<file path="config.mk">
export PLATFORM = sky130hd
export DESIGN_NAME = rne_ctrl
export DESIGN_NICKNAME = d
export VERILOG_FILES = /design/src/design/rne_pkg.sv /design/src/design/rne_ctrl.sv
export SDC_FILE = /design/constraint.sdc
export NUM_CORES = 1
export LEC_CHECK = 0
export BUFFER_PORTS_ARGS = -buffer_cell sky130_fd_sc_hd__buf_2
export CORE_AREA = 4 4 41 43
export DETAILED_ROUTE_END_ITERATION = 12
export DIE_AREA = 0 0 45 47
export PLACE_DENSITY = 0.44
export REMOVE_ABC_BUFFERS = 1
export SETUP_SLACK_MARGIN = 0.3
export SYNTH_ARGS = -nofsm -noshare
export SYNTH_HDL_FRONTEND = slang
export SYNTH_SLANG_ARGS = --single-unit
</file>
<file path="constraint.sdc">
create_clock -name clk -period 1.6 [get_ports clk]
set_clock_uncertainty 0.2 [all_clocks]
set_input_delay 0.32 -clock clk [delete_from_list [all_inputs] [get_ports clk]]
set_output_delay 0.32 -clock clk [all_outputs]
set_load 0.005 [all_outputs]
</file>
<file path="src/design/rne_pkg.sv">
// Package for the radius neighbor edge list unit: sizes, types, controller states.
// No dependencies.
package rne_pkg;
	localparam int POINTS    = 8;
	localparam int MAX_EDGES = POINTS * (POINTS - 1) / 2;
	localparam int IDX_W     = $clog2(POINTS);
	localparam int CNT_W     = $clog2(POINTS + 1);
	localparam int EIDX_W    = $clog2(MAX_EDGES);
	localparam int ECNT_W    = $clog2(MAX_EDGES + 1);
	localparam int COORD_W   = 20;
	localparam int DIFF_W    = 21;
	localparam int SQ_W      = 42;
	localparam int D2_W      = 44;
	localparam int LEN_W     = 21;
	localparam int NODE_W    = 3;

	typedef enum logic [2:0] {
		ST_LOAD,
		ST_PAIR,
		ST_SORT,
		ST_EMIT,
		ST_NONE
	} state_t;

	// controller -> datapath
	typedef struct packed {
		logic store_pt;
		logic clr_pts;
		logic pair_start;
		logic sort_start;
		logic emit_start;
		logic emit_next;
	} dp_cmd_t;

	// datapath -> controller
	typedef struct packed {
		logic pair_done;
		logic sort_done;
		logic emit_last;
	} dp_sts_t;
endpackage

</file>
<file path="src/design/rne_ctrl.sv">
// Controller state machine: load, pair scan, sort, emit, no-edge beat.
// Depends on rne_pkg.
module rne_ctrl (
	input  logic             clk,
	input  logic             arst_n,
	input  logic             in_valid,
	input  logic             in_last,
	output logic             in_ready,
	output logic             out_valid,
	input  logic             out_ready,
	output logic             out_none,
	output logic             out_last,
	input  logic             edges_zero,
	output rne_pkg::dp_cmd_t cmd,
	input  rne_pkg::dp_sts_t sts
);
	import rne_pkg::*;

	state_t state_q, state_d;
	logic   acc, oacc;

	assign acc  = in_valid && in_ready;
	assign oacc = out_valid && out_ready;

	always_ff @(posedge clk or negedge arst_n) begin
		if (!arst_n) state_q <= ST_LOAD;
		else         state_q <= state_d;
	end

	always_comb begin
		state_d = state_q;
		unique case (state_q)
			ST_LOAD: if (acc && in_last) state_d = ST_PAIR;
			ST_PAIR: if (sts.pair_done) state_d = ST_SORT;
			ST_SORT: if (sts.sort_done) state_d = edges_zero ? ST_NONE : ST_EMIT;
			ST_EMIT: if (oacc && sts.emit_last) state_d = ST_LOAD;
			ST_NONE: if (oacc) state_d = ST_LOAD;
			default: state_d = ST_LOAD;
		endcase
	end

	always_comb begin
		cmd       = '0;
		in_ready  = 1'b0;
		out_valid = 1'b0;
		out_none  = 1'b0;
		out_last  = 1'b0;
		unique case (state_q)
			ST_LOAD: begin
				in_ready     = 1'b1;
				cmd.store_pt = acc;
				cmd.pair_start = acc && in_last;
			end
			ST_PAIR: begin
				cmd.clr_pts    = sts.pair_done;
				cmd.sort_start = sts.pair_done;
			end
			ST_SORT: cmd.emit_start = sts.sort_done;
			ST_EMIT: begin
				out_valid     = 1'b1;
				out_last      = sts.emit_last;
				cmd.emit_next = oacc;
			end
			ST_NONE: begin
				out_valid = 1'b1;
				out_none  = 1'b1;
				out_last  = 1'b1;
			end
			default: ;
		endcase
	end
endmodule
</file>
==> results.json <==
{
  "outcome": "complete, but fails checks",
  "violations": "setup timing",
  "fmax_ghz": 0.574,
  "synth_warnings": 0,
  "cts_tree": "built",
  "grt_max_degree": 8,
  "vias": 389,
  "placed_cells": 72,
  "post-route-min-period_ns": 1.74,
  "maxCapViolCount": 0,
  "crit_fanout": 5,
  "wl_met1_um": 378,
  "first_global_vias": 349,
  "htreeDepth": 1,
  "grt_pass1_wl_um": 1400,
  "met3RoutedLength_um": 34,
  "top_regs": "state_q: 3 flops",
  "grt_usage_pct": 9.34,
  "syn_area_per_cell_um2": 7.44,
  "end_kind": "primary output",
  "fin_cells": 84,
  "syn_to_final_growth_pct": 102,
  "antenna_cells": 0,
  "antenna_left": 0,
  "wire_per_inst_um": 11.5,
  "cp_top_family": "flip-flops",
  "rsz0062_at_grt": "yes",
  "drc": 0,
  "coreArea_um2": 1300,
  "hold_path.class": "in2reg",
  "met2RoutedLength_um": 556,
  "critPathRequiredTime_ns": 1.08,
  "preCtsSetupSlack_ns": -0.0131,
  "cts_buffer_depth": 2,
  "worstMarginPinSlew_ns": 0.228,
  "worstSetupStartpointType": "register",
  "path_cells": "nor2_2 > nand2_2 > nand2_2 > o21a_1 > buf_2",
  "routed_wl_um": 970,
  "cts_inserted_buffers": 3,
  "powerDensity_nw_per_um2": 1860,
  "hpwlAfterDp_um": 639,
  "critPathMostFrequentCell": "nand2_2",
  "drive_above_1_share_pct": 73.9,
  "cts.sinks": 3,
  "top_layer": "met3",
  "synth_area_um2": 283,
  "dieArea_um2": 2120,
  "first_pass_iters": 2,
  "regMostFlops": "state_q",
  "utilization_pct": 43.8,
  "die_y_um": 47,
  "slowest_delay_ns": 0.44,
  "ir_worst_vdd_mv": 0.778,
  "ys_seq_elements": 3,
  "root_buffer": "clkbuf_4",
  "antenna_found_initial": 0,
  "synth_cell_types": 23,
  "yosysSeqAreaShare_pct": 26.5,
  "syn_inst": 38,
  "num_rows": 13,
  "arrival_ns": 1.22,
  "routabilityCongestion": 0.798,
  "p_leak_nw": 0.300,
  "fp.dieW_um": 45,
  "slew_violations": 0,
  "nNetsFinal": 79,
  "initial_core_util_pct": 21.7,
  "io_pins": 19,
  "period_share_pct": 109,
  "crit_buf_inv": 1,
  "path_clk_slew_ns": 0.03,
  "drtIter0Drc": 2,
  "port_buffers": 18,
  "cp_slowest_cell": "dfrtp_2",
  "largest_reg_flops": 3,
  "clk_latency_ns": 0.23,
  "maxSlewHeadroom_pct": 84.8,
  "path_class": "reg2out",
  "overflow": 0,
  "finalSetupViolCount": 11,
  "vias_per_cell": 4.63,
  "hold_viol": 0,
  "setup_slack_ns": -0.143
}
-- worst reg2reg max path: stages (launching register included) --
cell,delay (ns)
dfrtp_2,0.46
buf_4,0.16
or4_4,0.50
nand3_4,0.09
mux2i_1,0.19
-- cells in the mapped netlist --
cell | count | area [um^2]
or4_4 | 1 | 11.3
nor2_1 | 1 | 3.75
nor2b_1 | 1 | 6.26
and3_1 | 3 | 18.8
o31ai_1 | 1 | 7.51
buf_6 | 1 | 11.3
nor4b_1 | 1 | 8.76
buf_4 | 1 | 7.51
dfrtp_1 | 3 | 75.1
o21a_1 | 1 | 7.51
a21oi_1 | 2 | 10.0
and2_1 | 1 | 6.26
nand3_1 | 3 | 15.0
nand3_2 | 1 | 10.0
o211ai_1 | 1 | 7.51
inv_4 | 1 | 6.26
inv_1 | 2 | 7.51
nand2b_1 | 1 | 6.26
o22ai_1 | 1 | 6.26
nor3_1 | 2 | 10.0
mux2i_1 | 1 | 10.0
clkbuf_1 | 1 | 3.75
nand2_1 | 7 | 26.3
-- worst paths after layout --
check	from	endpoint	slack, ns	cells after the start
worst max-delay path	state_q[0]$_DFFE_PN0P_	out_last	-0.14	5
worst min-delay path	out_ready	state_q[2]$_DFFE_PN0P_	0.15	2
worst max register to register	state_q[2]$_DFFE_PN0P_	state_q[0]$_DFFE_PN0P_	-0.08	4
worst min register to register	state_q[1]$_DFFE_PN0P_	state_q[0]$_DFFE_PN0P_	0.48	3
max in group asynchronous	arst_n	state_q[0]$_DFFE_PN0P_	0.87	2
min in group asynchronous	arst_n	state_q[1]$_DFFE_PN0P_	0.21	2
-- power breakdown --
group	switching, mW	internal, mW
Sequential	0.0784	0.118
Combinational	0.318	0.420
Clock	0.0344	0.0931
-- through the flow --
step / instance area [um^2] / TNS (ns) / hold WS, ns / power, mW
CTS: 538 / -0.892 / 0.139 / 0.987
floorplan: 260 / 0 / -0.176 / 0.433
detailed placement: 399 / -0.0131 / -0.0816 / 0.652
finish: 571 / -0.925 / 0.152 / 1.06
global placement: 399 / -0.0350 / -0.0824 / 0.664
global route: 571 / -1.81 / 0.151 / 1.16
-- cells by family after synthesis --
group | after synthesis | share of synthesized area [%]
AND/OR/NAND/NOR | 22 | 43.4
AO/OA/AOI/OAI | 6 | 13.7
buffers and inverters | 6 | 12.8
flip-flops | 3 | 26.5
multiplexers | 1 | 3.54
-- repair_timing --
item                       4_1_cts  5_1_grt
gates resized for setup         15        6
hold buffers                     1        0
setup endpoints to repair       13       13
buffers inserted                 5        2
cloned                           0        0
pin swaps                        8        4
hold endpoints to repair         3        0
-- area by class of cell --
class | count | area (um^2)
flip-flops and latches | 3 | 78.8
well taps | 15 | 18.8
inverters | 3 | 13.8
multi-input cells | 29 | 234
repair buffers | 30 | 199
fillers | 144 | 731
clock buffers | 4 | 26.3
-- placed cells by master (no fill, tap or decap), drive strengths merged --
cell type    count
nor2b            1
nor4b            1
nand2b           1
clkbuf           4
nand2            7
o31ai            1
dfrtp            3
o21a             1
and3             3
nor3             2
nor2             1
nand3            4
a21oi            2
dlygate4sd3      1
o211ai           1
or4              1
mux2i            1
and2             1
buf             29
o22ai            1
inv              3
-- layer usage --
metal | vias to the layer above | global-route usage [%]
met4 | 0 | 7.02
met3 | 0 | 2.30
met2 | 8 | 14.7
met1 | 182 | 11.0
li1 | 199 | -
met5 | - | 0
No activity file was read; power rests on OpenSTA's default activity.
